$ cat src/design/assert_macros.svh
// ----------------------------------------------------------------------------
// Assertion macros
// Shared concurrent assertion helpers; define ASSERT_OFF to compile them out.
// ----------------------------------------------------------------------------
`ifndef ASSERT_MACROS_SVH
`define ASSERT_MACROS_SVH

`ifndef ASSERT_OFF
// Implication or plain property, checked outside reset.
`define ASSERT_PROP(lbl, clk, rstn, prop, msg) \
  lbl: assert property (@(posedge clk) disable iff (!(rstn)) (prop)) else $error(msg);
// Condition that must never be true outside reset.
`define ASSERT_NEVER(lbl, clk, rstn, cond, msg) \
  lbl: assert property (@(posedge clk) disable iff (!(rstn)) !(cond)) else $error(msg);
`else
`define ASSERT_PROP(lbl, clk, rstn, prop, msg)
`define ASSERT_NEVER(lbl, clk, rstn, cond, msg)
`endif

`endif

$ cat src/design/i2cmbe_pkg.sv
// ----------------------------------------------------------------------------
// I2C master bit engine package
// Types, codes and timing helpers shared by the bit engine files.
// ----------------------------------------------------------------------------
package i2cmbe_pkg;

  localparam int unsigned TICK_W = 10;

  localparam logic [7:0] TPU_RESET         = 8'd8;
  localparam logic [7:0] ACK_TIMEOUT_RESET = 8'd250;
  localparam logic [3:0] BITS_PER_BYTE     = 4'd8;

  // Shift amounts turning microseconds into ticks
  localparam logic [1:0] SH_1US = 2'd0;
  localparam logic [1:0] SH_2US = 2'd1;
  localparam logic [1:0] SH_4US = 2'd2;

  typedef enum logic [2:0] {
    OP_TICK    = 3'd0,
    OP_START   = 3'd1,
    OP_STOP    = 3'd2,
    OP_WRITE   = 3'd3,
    OP_READ    = 3'd4,
    OP_ACK     = 3'd5,
    OP_NACK    = 3'd6,
    OP_WAITACK = 3'd7
  } op_e;

  typedef enum logic [2:0] {
    PH_0 = 3'b001,
    PH_1 = 3'b010,
    PH_2 = 3'b100
  } phase_e;

  typedef enum logic {
    REG_TICKS_PER_US = 1'b0,
    REG_ACK_TIMEOUT  = 1'b1
  } cfg_reg_e;

  typedef struct packed {
    logic [7:0] ticks_per_us;
    logic [7:0] ack_timeout;
  } cfg_t;

  typedef struct packed {
    logic [2:0] operation;
    logic [7:0] tx_byte;
    logic       sda_in;
  } in_item_t;

  typedef struct packed {
    logic       scl;
    logic       sda_out;
    logic       sda_drive;
    logic       busy_res;
    logic       done_res;
    logic [7:0] rx_byte;
    logic       ack_missing;
    logic       rejected;
  } res_t;

  typedef struct packed {
    op_e               command_held;
    phase_e            phase;
    logic [3:0]        bit_index;
    logic [7:0]        shift_reg;
    logic [TICK_W-1:0] tick_left;
    logic [7:0]        ack_ticks;
    logic              scl_level;
    logic              sda_level;
    logic              sda_dir;
    logic [7:0]        rx_reg;
    logic              ack_flag;
  } state_t;

  // Ticks in a phase of (1 << sh) microseconds; never less than one
  function automatic logic [TICK_W-1:0] phase_ticks(logic [7:0] tpu, logic [1:0] sh);
    logic [TICK_W-1:0] d;
    d = {{(TICK_W-8){1'b0}}, tpu} << sh;
    if (d == '0) begin
      d = {{(TICK_W-1){1'b0}}, 1'b1};
    end
    return d;
  endfunction

endpackage

$ cat src/design/i2cmbe_if.sv
// ----------------------------------------------------------------------------
// I2C master bit engine channels
// Valid/ready channels for input words, result words and register writes.
// ----------------------------------------------------------------------------
interface i2cmbe_in_if;
  logic       valid;
  logic       ready;
  logic [2:0] operation;
  logic [7:0] tx_byte;
  logic       sda_in;

  modport source (output valid, operation, tx_byte, sda_in, input ready);
  modport sink   (input valid, operation, tx_byte, sda_in, output ready);
endinterface

interface i2cmbe_out_if;
  logic       valid;
  logic       ready;
  logic       scl;
  logic       sda_out;
  logic       sda_drive;
  logic       busy_res;
  logic       done_res;
  logic [7:0] rx_byte;
  logic       ack_missing;
  logic       rejected;

  modport source (output valid, scl, sda_out, sda_drive, busy_res, done_res, rx_byte,
                  ack_missing, rejected, input ready);
  modport sink   (input valid, scl, sda_out, sda_drive, busy_res, done_res, rx_byte,
                  ack_missing, rejected, output ready);
endinterface

interface i2cmbe_cfg_if;
  logic       valid;
  logic       ready;
  logic       index;
  logic [7:0] data;

  modport source (output valid, index, data, input ready);
  modport sink   (input valid, index, data, output ready);
endinterface

$ cat src/design/i2cmbe_cfg.sv
// ----------------------------------------------------------------------------
// I2C master bit engine register file
// Holds ticks per microsecond and the ack timeout.
// ----------------------------------------------------------------------------
module i2cmbe_cfg import i2cmbe_pkg::*; (
  input  logic         clk_i,
  input  logic         rst_ni,
  i2cmbe_cfg_if.sink   cfg_i,
  output cfg_t         cfg_o
);

  cfg_t cfg_q;

  assign cfg_i.ready = 1'b1;
  assign cfg_o       = cfg_q;

  always_ff @(posedge clk_i or negedge rst_ni) begin
    if (!rst_ni) begin
      cfg_q.ticks_per_us <= TPU_RESET;
      cfg_q.ack_timeout  <= ACK_TIMEOUT_RESET;
    end else if (cfg_i.valid) begin
      case (cfg_reg_e'(cfg_i.index))
        REG_TICKS_PER_US: cfg_q.ticks_per_us <= cfg_i.data;
        REG_ACK_TIMEOUT:  cfg_q.ack_timeout  <= cfg_i.data;
        default: ;
      endcase
    end
  end

endmodule

$ cat src/design/i2cmbe_in_stage.sv
// ----------------------------------------------------------------------------
// I2C master bit engine input register
// Captures one input word and holds it until the engine steps on it.
// ----------------------------------------------------------------------------
module i2cmbe_in_stage import i2cmbe_pkg::*; (
  input  logic        clk_i,
  input  logic        rst_ni,
  i2cmbe_in_if.sink   in_i,
  input  logic        take_i,
  output logic        valid_o,
  output in_item_t    item_o
);

  logic     valid_q;
  in_item_t item_q;

  assign in_i.ready = !valid_q || take_i;
  assign valid_o    = valid_q;
  assign item_o     = item_q;

  always_ff @(posedge clk_i or negedge rst_ni) begin
    if (!rst_ni) begin
      valid_q <= 1'b0;
    end else if (in_i.ready) begin
      valid_q <= in_i.valid;
    end
  end

  always_ff @(posedge clk_i) begin
    if (in_i.valid && in_i.ready) begin
      item_q <= '{operation: in_i.operation, tx_byte: in_i.tx_byte, sda_in: in_i.sda_in};
    end
  end

endmodule

$ cat src/design/i2cmbe_core.sv
// ----------------------------------------------------------------------------
// I2C master bit engine core
// Bus state and the single-step update for one tick or command word.
// ----------------------------------------------------------------------------
`include "assert_macros.svh"

module i2cmbe_core import i2cmbe_pkg::*; (
  input  logic     clk_i,
  input  logic     rst_ni,
  input  cfg_t     cfg_i,
  input  in_item_t item_i,
  input  logic     step_i,
  output res_t     res_o
);

  state_t     st_q, st_d;
  logic       done, rej;
  op_e        op;
  logic       busy;
  logic [3:0] bit_nxt;
  logic [7:0] ack_nxt;
  logic [7:0] shift_in;

  assign op       = op_e'(item_i.operation);
  assign busy     = (st_q.command_held != OP_TICK);
  assign bit_nxt  = st_q.bit_index + 4'd1;
  assign ack_nxt  = st_q.ack_ticks + 8'd1;
  assign shift_in = {st_q.shift_reg[6:0], item_i.sda_in};

  always_comb begin
    st_d = st_q;
    done = 1'b0;
    rej  = 1'b0;
    if (op == OP_TICK) begin
      if (busy) begin
        if (st_q.command_held == OP_WAITACK && st_q.phase == PH_2) begin
          if (!item_i.sda_in) begin
            st_d.scl_level = 1'b0;
            st_d.ack_flag  = 1'b0;
            done           = 1'b1;
          end else begin
            st_d.ack_ticks = ack_nxt;
            if (ack_nxt >= cfg_i.ack_timeout) begin
              st_d.scl_level = 1'b0;
              st_d.ack_flag  = 1'b1;
              done           = 1'b1;
            end
          end
        end else if (st_q.tick_left > {{(TICK_W-1){1'b0}}, 1'b1}) begin
          st_d.tick_left = st_q.tick_left - {{(TICK_W-1){1'b0}}, 1'b1};
        end else begin
          case (st_q.command_held)
            OP_START: begin
              if (st_q.phase == PH_0) begin
                st_d.sda_level = 1'b0;
                st_d.phase     = PH_1;
                st_d.tick_left = phase_ticks(cfg_i.ticks_per_us, SH_4US);
              end else begin
                st_d.scl_level = 1'b0;
                done           = 1'b1;
              end
            end
            OP_STOP: begin
              if (st_q.phase == PH_0) begin
                st_d.scl_level = 1'b1;
                st_d.sda_level = 1'b1;
                st_d.phase     = PH_1;
                st_d.tick_left = phase_ticks(cfg_i.ticks_per_us, SH_4US);
              end else begin
                done = 1'b1;
              end
            end
            OP_WRITE: begin
              if (st_q.phase == PH_0) begin
                st_d.scl_level = 1'b1;
                st_d.phase     = PH_1;
                st_d.tick_left = phase_ticks(cfg_i.ticks_per_us, SH_2US);
              end else if (st_q.phase == PH_1) begin
                st_d.scl_level = 1'b0;
                st_d.phase     = PH_2;
                st_d.tick_left = phase_ticks(cfg_i.ticks_per_us, SH_2US);
              end else begin
                st_d.bit_index = bit_nxt;
                if (bit_nxt >= BITS_PER_BYTE) begin
                  done = 1'b1;
                end else begin
                  st_d.sda_level = st_q.shift_reg[7];
                  st_d.shift_reg = {st_q.shift_reg[6:0], 1'b0};
                  st_d.phase     = PH_0;
                  st_d.tick_left = phase_ticks(cfg_i.ticks_per_us, SH_2US);
                end
              end
            end
            OP_READ: begin
              if (st_q.phase == PH_0) begin
                st_d.scl_level = 1'b1;
                st_d.phase     = PH_1;
                st_d.tick_left = phase_ticks(cfg_i.ticks_per_us, SH_2US);
              end else begin
                st_d.shift_reg = shift_in;
                st_d.bit_index = bit_nxt;
                if (bit_nxt >= BITS_PER_BYTE) begin
                  st_d.rx_reg = shift_in;
                  done        = 1'b1;
                end else begin
                  st_d.scl_level = 1'b0;
                  st_d.phase     = PH_0;
                  st_d.tick_left = phase_ticks(cfg_i.ticks_per_us, SH_2US);
                end
              end
            end
            OP_ACK, OP_NACK: begin
              if (st_q.phase == PH_0) begin
                st_d.scl_level = 1'b1;
                st_d.phase     = PH_1;
                st_d.tick_left = phase_ticks(cfg_i.ticks_per_us, SH_2US);
              end else begin
                st_d.scl_level = 1'b0;
                done           = 1'b1;
              end
            end
            OP_WAITACK: begin
              if (st_q.phase == PH_0) begin
                st_d.scl_level = 1'b1;
                st_d.phase     = PH_1;
                st_d.tick_left = phase_ticks(cfg_i.ticks_per_us, SH_1US);
              end else begin
                st_d.phase     = PH_2;
                st_d.tick_left = '0;
              end
            end
            default: done = 1'b1;
          endcase
        end
        // Finish: drop back to idle
        if (done) begin
          st_d.command_held = OP_TICK;
          st_d.phase        = PH_0;
          st_d.tick_left    = '0;
        end
      end
    end else if (busy) begin
      rej = 1'b1;
    end else begin
      st_d.command_held = op;
      st_d.phase        = PH_0;
      st_d.bit_index    = '0;
      case (op)
        OP_START: begin
          st_d.sda_dir   = 1'b1;
          st_d.scl_level = 1'b1;
          st_d.sda_level = 1'b1;
          st_d.tick_left = phase_ticks(cfg_i.ticks_per_us, SH_4US);
        end
        OP_STOP: begin
          st_d.sda_dir   = 1'b1;
          st_d.scl_level = 1'b0;
          st_d.sda_level = 1'b0;
          st_d.tick_left = phase_ticks(cfg_i.ticks_per_us, SH_4US);
        end
        OP_WRITE: begin
          st_d.sda_dir   = 1'b1;
          st_d.scl_level = 1'b0;
          st_d.sda_level = item_i.tx_byte[7];
          st_d.shift_reg = {item_i.tx_byte[6:0], 1'b0};
          st_d.tick_left = phase_ticks(cfg_i.ticks_per_us, SH_2US);
        end
        OP_READ: begin
          st_d.sda_dir   = 1'b0;
          st_d.sda_level = 1'b1;
          st_d.scl_level = 1'b0;
          st_d.shift_reg = '0;
          st_d.tick_left = phase_ticks(cfg_i.ticks_per_us, SH_2US);
        end
        OP_ACK, OP_NACK: begin
          st_d.sda_dir   = 1'b1;
          st_d.scl_level = 1'b0;
          st_d.sda_level = (op == OP_NACK);
          st_d.tick_left = phase_ticks(cfg_i.ticks_per_us, SH_2US);
        end
        default: begin
          st_d.sda_dir   = 1'b0;
          st_d.sda_level = 1'b1;
          st_d.ack_ticks = '0;
          st_d.ack_flag  = 1'b0;
          st_d.tick_left = phase_ticks(cfg_i.ticks_per_us, SH_1US);
        end
      endcase
    end
  end

  always_comb begin
    res_o.scl         = st_d.scl_level;
    res_o.sda_out     = st_d.sda_level;
    res_o.sda_drive   = st_d.sda_dir;
    res_o.busy_res    = (st_d.command_held != OP_TICK);
    res_o.done_res    = done;
    res_o.rx_byte     = st_d.rx_reg;
    res_o.ack_missing = st_d.ack_flag;
    res_o.rejected    = rej;
  end

  always_ff @(posedge clk_i or negedge rst_ni) begin
    if (!rst_ni) begin
      st_q.command_held <= OP_TICK;
      st_q.phase        <= PH_0;
      st_q.bit_index    <= '0;
      st_q.shift_reg    <= '0;
      st_q.tick_left    <= '0;
      st_q.ack_ticks    <= '0;
      st_q.scl_level    <= 1'b1;
      st_q.sda_level    <= 1'b1;
      st_q.sda_dir      <= 1'b1;
      st_q.rx_reg       <= '0;
      st_q.ack_flag     <= 1'b0;
    end else if (step_i) begin
      st_q <= st_d;
    end
  end

  `ASSERT_PROP(a_idle_clean, clk_i, rst_ni, !busy |-> (st_q.tick_left == '0 && st_q.phase == PH_0), "idle engine holds a running timer or phase")
  `ASSERT_NEVER(a_done_rej, clk_i, rst_ni, done && rej, "one word both finished and rejected a command")
  `ASSERT_PROP(a_start_busy, clk_i, rst_ni, (step_i && !busy && op != OP_TICK) |=> busy, "command taken while idle did not make the engine busy")
  `ASSERT_PROP(a_sample_released, clk_i, rst_ni, (busy && st_q.phase == PH_2 && st_q.command_held == OP_WAITACK) |-> !st_q.sda_dir, "ack sampled while SDA still driven")

endmodule

$ cat src/design/i2c_master_bit_engine_unit.sv
// ----------------------------------------------------------------------------
// I2C master bit engine
// Command- and tick-driven I2C master producing SCL/SDA levels per word.
// ----------------------------------------------------------------------------
// Every input word is either a tick carrying the sampled SDA level or a
// command (start, stop, write byte, read byte, ack, nack, wait ack), and each
// one yields exactly one result word showing SCL, SDA, the SDA drive enable
// and the status flags after that word. The engine takes one word per clock
// while the result register is free or being read: a word is held in the
// input register, is stepped by the core in a single pass and its result is
// loaded into the result register. The input register and the result
// register give two words of buffering, so a new word is still taken while a
// finished result waits for the consumer. Bus phase lengths are counted in
// ticks (ticks_per_us times 4, 2 or 1, at least one tick). Write the
// registers only while the engine is idle and the pipeline is empty.
// ----------------------------------------------------------------------------
module i2c_master_bit_engine_unit import i2cmbe_pkg::*; (
  input  logic          clk_i,
  input  logic          rst_ni,
  i2cmbe_in_if.sink     in_i,
  i2cmbe_cfg_if.sink    cfg_i,
  i2cmbe_out_if.source  out_o
);

  cfg_t     cfg;
  in_item_t item;
  logic     item_valid;
  logic     step;
  res_t     res_d, res_q;
  logic     res_valid_q;

  // Step the core when a word waits and the result slot is free or emptying
  assign step = item_valid && (!res_valid_q || out_o.ready);

  i2cmbe_cfg u_cfg (
    .clk_i  (clk_i),
    .rst_ni (rst_ni),
    .cfg_i  (cfg_i),
    .cfg_o  (cfg)
  );

  i2cmbe_in_stage u_in_stage (
    .clk_i   (clk_i),
    .rst_ni  (rst_ni),
    .in_i    (in_i),
    .take_i  (step),
    .valid_o (item_valid),
    .item_o  (item)
  );

  i2cmbe_core u_core (
    .clk_i  (clk_i),
    .rst_ni (rst_ni),
    .cfg_i  (cfg),
    .item_i (item),
    .step_i (step),
    .res_o  (res_d)
  );

  // Result register: load on a step, drop once taken
  always_ff @(posedge clk_i or negedge rst_ni) begin
    if (!rst_ni) begin
      res_valid_q <= 1'b0;
    end else if (step) begin
      res_valid_q <= 1'b1;
    end else if (out_o.ready) begin
      res_valid_q <= 1'b0;
    end
  end

  always_ff @(posedge clk_i) begin
    if (step) begin
      res_q <= res_d;
    end
  end

  assign out_o.valid       = res_valid_q;
  assign out_o.scl         = res_q.scl;
  assign out_o.sda_out     = res_q.sda_out;
  assign out_o.sda_drive   = res_q.sda_drive;
  assign out_o.busy_res    = res_q.busy_res;
  assign out_o.done_res    = res_q.done_res;
  assign out_o.rx_byte     = res_q.rx_byte;
  assign out_o.ack_missing = res_q.ack_missing;
  assign out_o.rejected    = res_q.rejected;

endmodule

$ cat src/flat_wrapper.sv
// flat-port wrapper written by rule: the top's interface ports become plain ports
module i2c_master_bit_engine_unit_flat import i2cmbe_pkg::*;
  (clk_i, rst_ni, in_i_valid, in_i_operation, in_i_tx_byte, in_i_sda_in, in_i_ready, cfg_i_valid, cfg_i_index, cfg_i_data, cfg_i_ready, out_o_valid, out_o_scl, out_o_sda_out, out_o_sda_drive, out_o_busy_res, out_o_done_res, out_o_rx_byte, out_o_ack_missing, out_o_rejected, out_o_ready);
  i2cmbe_in_if in_i_i ();
  i2cmbe_cfg_if cfg_i_i ();
  i2cmbe_out_if out_o_i ();
  input  logic clk_i;
  input  logic rst_ni;
  input wire logic [$bits(in_i_i.valid)-1:0] in_i_valid;
  input wire logic [$bits(in_i_i.operation)-1:0] in_i_operation;
  input wire logic [$bits(in_i_i.tx_byte)-1:0] in_i_tx_byte;
  input wire logic [$bits(in_i_i.sda_in)-1:0] in_i_sda_in;
  output wire logic [$bits(in_i_i.ready)-1:0] in_i_ready;
  input wire logic [$bits(cfg_i_i.valid)-1:0] cfg_i_valid;
  input wire logic [$bits(cfg_i_i.index)-1:0] cfg_i_index;
  input wire logic [$bits(cfg_i_i.data)-1:0] cfg_i_data;
  output wire logic [$bits(cfg_i_i.ready)-1:0] cfg_i_ready;
  output wire logic [$bits(out_o_i.valid)-1:0] out_o_valid;
  output wire logic [$bits(out_o_i.scl)-1:0] out_o_scl;
  output wire logic [$bits(out_o_i.sda_out)-1:0] out_o_sda_out;
  output wire logic [$bits(out_o_i.sda_drive)-1:0] out_o_sda_drive;
  output wire logic [$bits(out_o_i.busy_res)-1:0] out_o_busy_res;
  output wire logic [$bits(out_o_i.done_res)-1:0] out_o_done_res;
  output wire logic [$bits(out_o_i.rx_byte)-1:0] out_o_rx_byte;
  output wire logic [$bits(out_o_i.ack_missing)-1:0] out_o_ack_missing;
  output wire logic [$bits(out_o_i.rejected)-1:0] out_o_rejected;
  input wire logic [$bits(out_o_i.ready)-1:0] out_o_ready;
  assign in_i_i.valid = in_i_valid;
  assign in_i_i.operation = in_i_operation;
  assign in_i_i.tx_byte = in_i_tx_byte;
  assign in_i_i.sda_in = in_i_sda_in;
  assign in_i_ready = in_i_i.ready;
  assign cfg_i_i.valid = cfg_i_valid;
  assign cfg_i_i.index = cfg_i_index;
  assign cfg_i_i.data = cfg_i_data;
  assign cfg_i_ready = cfg_i_i.ready;
  assign out_o_valid = out_o_i.valid;
  assign out_o_scl = out_o_i.scl;
  assign out_o_sda_out = out_o_i.sda_out;
  assign out_o_sda_drive = out_o_i.sda_drive;
  assign out_o_busy_res = out_o_i.busy_res;
  assign out_o_done_res = out_o_i.done_res;
  assign out_o_rx_byte = out_o_i.rx_byte;
  assign out_o_ack_missing = out_o_i.ack_missing;
  assign out_o_rejected = out_o_i.rejected;
  assign out_o_i.ready = out_o_ready;
  i2c_master_bit_engine_unit u_core (.clk_i(clk_i), .rst_ni(rst_ni), .in_i(in_i_i), .cfg_i(cfg_i_i), .out_o(out_o_i));
endmodule
$ cat config.mk
export PLATFORM = sky130hd
export DESIGN_NAME = i2c_master_bit_engine_unit_flat
export DESIGN_NICKNAME = d
export VERILOG_FILES = /design/src/design/i2cmbe_pkg.sv /design/src/design/i2cmbe_if.sv /design/src/design/i2cmbe_cfg.sv /design/src/design/i2cmbe_in_stage.sv /design/src/design/i2cmbe_core.sv /design/src/design/i2c_master_bit_engine_unit.sv /design/src/flat_wrapper.sv
export VERILOG_INCLUDE_DIRS = /design/src /design/src/design
export SDC_FILE = /design/constraint.sdc
export NUM_CORES = 1
export LEC_CHECK = 0
export BUFFER_PORTS_ARGS = -buffer_cell sky130_fd_sc_hd__buf_2
export CAP_MARGIN = 40
export CORE_ASPECT_RATIO = 0.75
export CORE_MARGIN = 5
export CORE_UTILIZATION = 45
export CTS_BUF_LIST = sky130_fd_sc_hd__clkbuf_8
export CTS_CLUSTER_SIZE = 8
export DETAILED_ROUTE_END_ITERATION = 6
export PLACE_DENSITY = 0.7
export RECOVER_POWER = 100
export REMOVE_ABC_BUFFERS = 1
export SYNTH_ARGS = -nofsm -noshare
export SYNTH_HDL_FRONTEND = slang
export SYNTH_HIERARCHICAL = 1
export SYNTH_SLANG_ARGS = --single-unit
$ cat constraint.sdc
create_clock -name clk_i -period 3.3 [get_ports clk_i]
set_clock_uncertainty 0.15 [all_clocks]
set_input_delay 0.99 -clock clk_i [delete_from_list [all_inputs] [get_ports clk_i]]
set_output_delay 0.99 -clock clk_i [all_outputs]
set_load 0.1 [all_outputs]
==> flow_metrics.tcl <==
set metrics [dict create \
    status "finished clean" \
    slew_headroom_pct 9.339 \
    worst-path-max-fanout 5 \
    io_buffers 42 \
    wl_mm 13.73 \
    hp-class "reg2reg" \
    ys_seq_elements 93 \
    rows 35 \
    wl_per_cell_um 17.42 \
    postPlaceCellArea_sq_mm 0.006038 \
    grt_max_degree 36 \
    path_buf_inv 2 \
    power.total_mw 3.702 \
    netlist_top_cells_area "dfrtp_1 (24%), edfxtp_1 (14%), mux2_2 (7.1%)" \
    layout_common_cells "nor2_1 (63), dfrtp_1 (55), nand2_1 (53)" \
    synth_enable_flop_cells 27 \
    max_stage_delay_ps 320 \
    syn_inst 590 \
    synth_cell_types 70 \
    nets 657 \
    post_cts_buffers 0 \
    timing.hold.ws_ps 347.4 \
    die_h_um 107.4 \
    drv_cap 0 \
    min_period_over_period_pct 95.05 \
    io-pin-count 44 \
    path_cells "buf_2, nand2b_1, and2_0, nand2b_1, buf_4" \
    yosysSeqAreaShare_pct 43.48 \
    fin_setup_tns_ps 0 \
    grt_first_pass_wirelength_mm 22.24 \
    dr.pass1.iters 5 \
    placed_cells 772 \
    yosys_warnings 6 \
    initial_core_util_pct 46.11 \
    timing.rr.start "u_core/u_core/st_q[12]" \
    critPathRequiredTime_ps 2160 \
    dieWidth_um 139.9 \
    crit_arrival_ps 2000 \
    drive_gt1_share_pct 18.97 \
    root_buffer "clkbuf_8" \
    setup_viol 0 \
    diodes 0 \
    finalInstanceArea_sq_mm 0.006148 \
    cts_tree "done" \
    syn_avg_cell_area_sq_um 9.651 \
    rsz0062_at_grt "false" \
    setup.worst_path.class "in2out" \
    area_delta_synth_final_pct 7.976 \
    dp_hpwl_mm 9.959 \
    async_flop_share_pct 70.97 \
    syn-cell-area_sq_mm 0.005694 \
    final_common_cell "nor2_1" \
    dieArea_sq_mm 0.01503 \
    drt-initial-drc-count 572 \
    utilization_pct 49.79 \
    gr-total-overflow 0 \
    crit_top_cell "nand2b_1" \
    slowest_stage "and2_0" \
    clk_pin_slew_ps 80 \
    fin_crit_ps 3136 \
    clock-sinks 93 \
    core_sq_mm 0.01235 \
    ant_nets 0 \
    h-tree-depth 3 \
    drc_errors 0 \
    yosys_most_used_dff "dfrtp_1" \
    fin_cells 788 \
    powerDensity_mw_per_mm2 602.2 \
    grtUsageTotal_pct 18.26 \
    end_kind "primary output" \
    cp-start-kind "input port" \
    ir_drop_mv 0.5180 \
    setup_slack_ps 163.5 \
    fmax_mhz 318.8 \
    hp-start "u_core/u_in_stage/valid_o" \
    p_leak_nw 2.561 \
    gp_congestion 0.9130 \
    place_ws_ps 79.36 \
    first_global_vias 4234 \
    antenna_found_initial 0 \
    synth.largest_area_cell "dfrtp_1" \
    worstMarginPinSlew_ps 1360 \
    slew_viol_final 0 \
    yosysTopAreaCellShare_pct 24.17 \
    clock_latency_ps 370 \
    clockBufferDepth 2 \
    crit_start "out_o_ready" \
    worst_path_dominant_cell_family "simple AND/OR/NAND/NOR gates" \
    numCtsBuffers 9 \
    detail_route.vias_per_cell 5.821 \
    vias 4587 \
    hold_viol_final 0 \
]
==> registers in the layout, summed over array words and instances (netlist names) <==
name                       count
u_core/out_o.ack_missing       1
u_core/u_cfg/cfg_o            16
u_core/out_o.valid             1
u_core/out_o.busy_res          1
u_core/u_in_stage/valid_o      1
u_core/out_o.scl               1
u_core/out_o.sda_drive         1
u_core/out_o.done_res          1
u_core/u_core/st_q            41
u_core/u_core/shift_in         7
u_core/out_o.sda_out           1
u_core/out_o.rejected          1
u_core/out_o.rx_byte           8
u_core/u_in_stage/item_o      12
==> layout make-up <==
| cell class | instances | area [sq um] |
|---|---|---|
| Fill cell | 1127 | 6201 |
| Multi-Input combinational cell | 431 | 2849 |
| Inverter | 19 | 71.32 |
| Tap cell | 166 | 207.7 |
| Clock inverter | 5 | 57.56 |
| Sequential cell | 93 | 2476 |
| Clock buffer | 11 | 151.4 |
| Timing Repair Buffer | 63 | 335.3 |
==> cells in the mapped netlist, types with 2 or more instances <==
cell and instances:
and3_1 6, nand2_1 52, buf_2 2, ha_1 14
nor2_1 63, a21oi_1 30, nand2b_1 12, mux2i_1 6
o32ai_1 5, xor2_1 8, clkinv_1 2, buf_4 16
clkbuf_1 26, dfstp_2 11, buf_1 2, o31ai_1 3
mux2_4 8, a211o_1 2, nor3b_1 7, a31oi_1 8
and2_1 4, a22o_1 7, a21o_1 4, o22ai_1 4
o2111ai_1 2, nand3_1 11, o211ai_1 8, nor3_1 16
nor2b_1 9, a211oi_1 17, nand4_1 5, nand2_2 2
dfrtp_1 55, a22oi_1 4, nor4_1 4, or3_1 2
xnor2_1 8, o21ai_0 37, mux2_2 36, edfxtp_1 27
inv_1 16
==> worst register-to-register path: stages, from the launching register on <==
cell and delay (ps):
dfrtp_1 450, ha_1 270, xor2_1 210, ha_1 290, a211oi_1 190, o21ai_0 200
a211oi_2 350, a21oi_1 130, nor2_1 390, nor2_1 170, a21oi_1 180
==> cell families (layout without fill, tap and decap cells) <==
kind of cell,count (synthesis),after routing,share of synthesized area [%]
muxes,50,50,10.28
and+or+nand+nor,202,202,17.49
DFF,93,93,43.49
AOI/OAI and AO/OA,148,148,17.56
adders and majority gates,14,14,3.076
other,1,1,0.06586
xor gates and xnor gates,16,16,2.461
buffers and inverters,66,98,5.581
==> worst paths after layout <==
path / slack (ps) / endpoint / depth (start not counted)
setup / recovery: 160 / in_i_ready / 5
hold / removal: 350 / u_core/out_o.valid / 1
setup reg to reg: 220 / u_core/u_core/st_q[45] / 10
hold reg to reg: 350 / u_core/out_o.valid / 1
max in group asynchronous: 980 / u_core/u_cfg/cfg_o[13] / 2
min in group asynchronous: 760 / u_core/u_core/st_q[5] / 1
==> metal layers <==
metal  vias up  share of wire, %  GRT usage, %
met3        17               7.3         4.218
met1      2210                50         28.21
met2       171                41         25.50
met5         -                 0             0
met4         0               1.3         4.703
li1       2189                 -             -
==> power by group <==
group / total, mW / switching, mW / leakage [nW] / internal, mW
combinational: 1.32 / 0.856 / 1.36 / 0.464
sequential: 1.59 / 0.213 / 1.09 / 1.38
clock: 0.788 / 0.394 / 0.112 / 0.393
==> timing repair <==
item	4_1_cts	5_1_grt
resized for setup	0	3
setup endpoints to repair	0	6
hold buffers	0	0
Note: power is estimated with default switching activity, not from simulation.
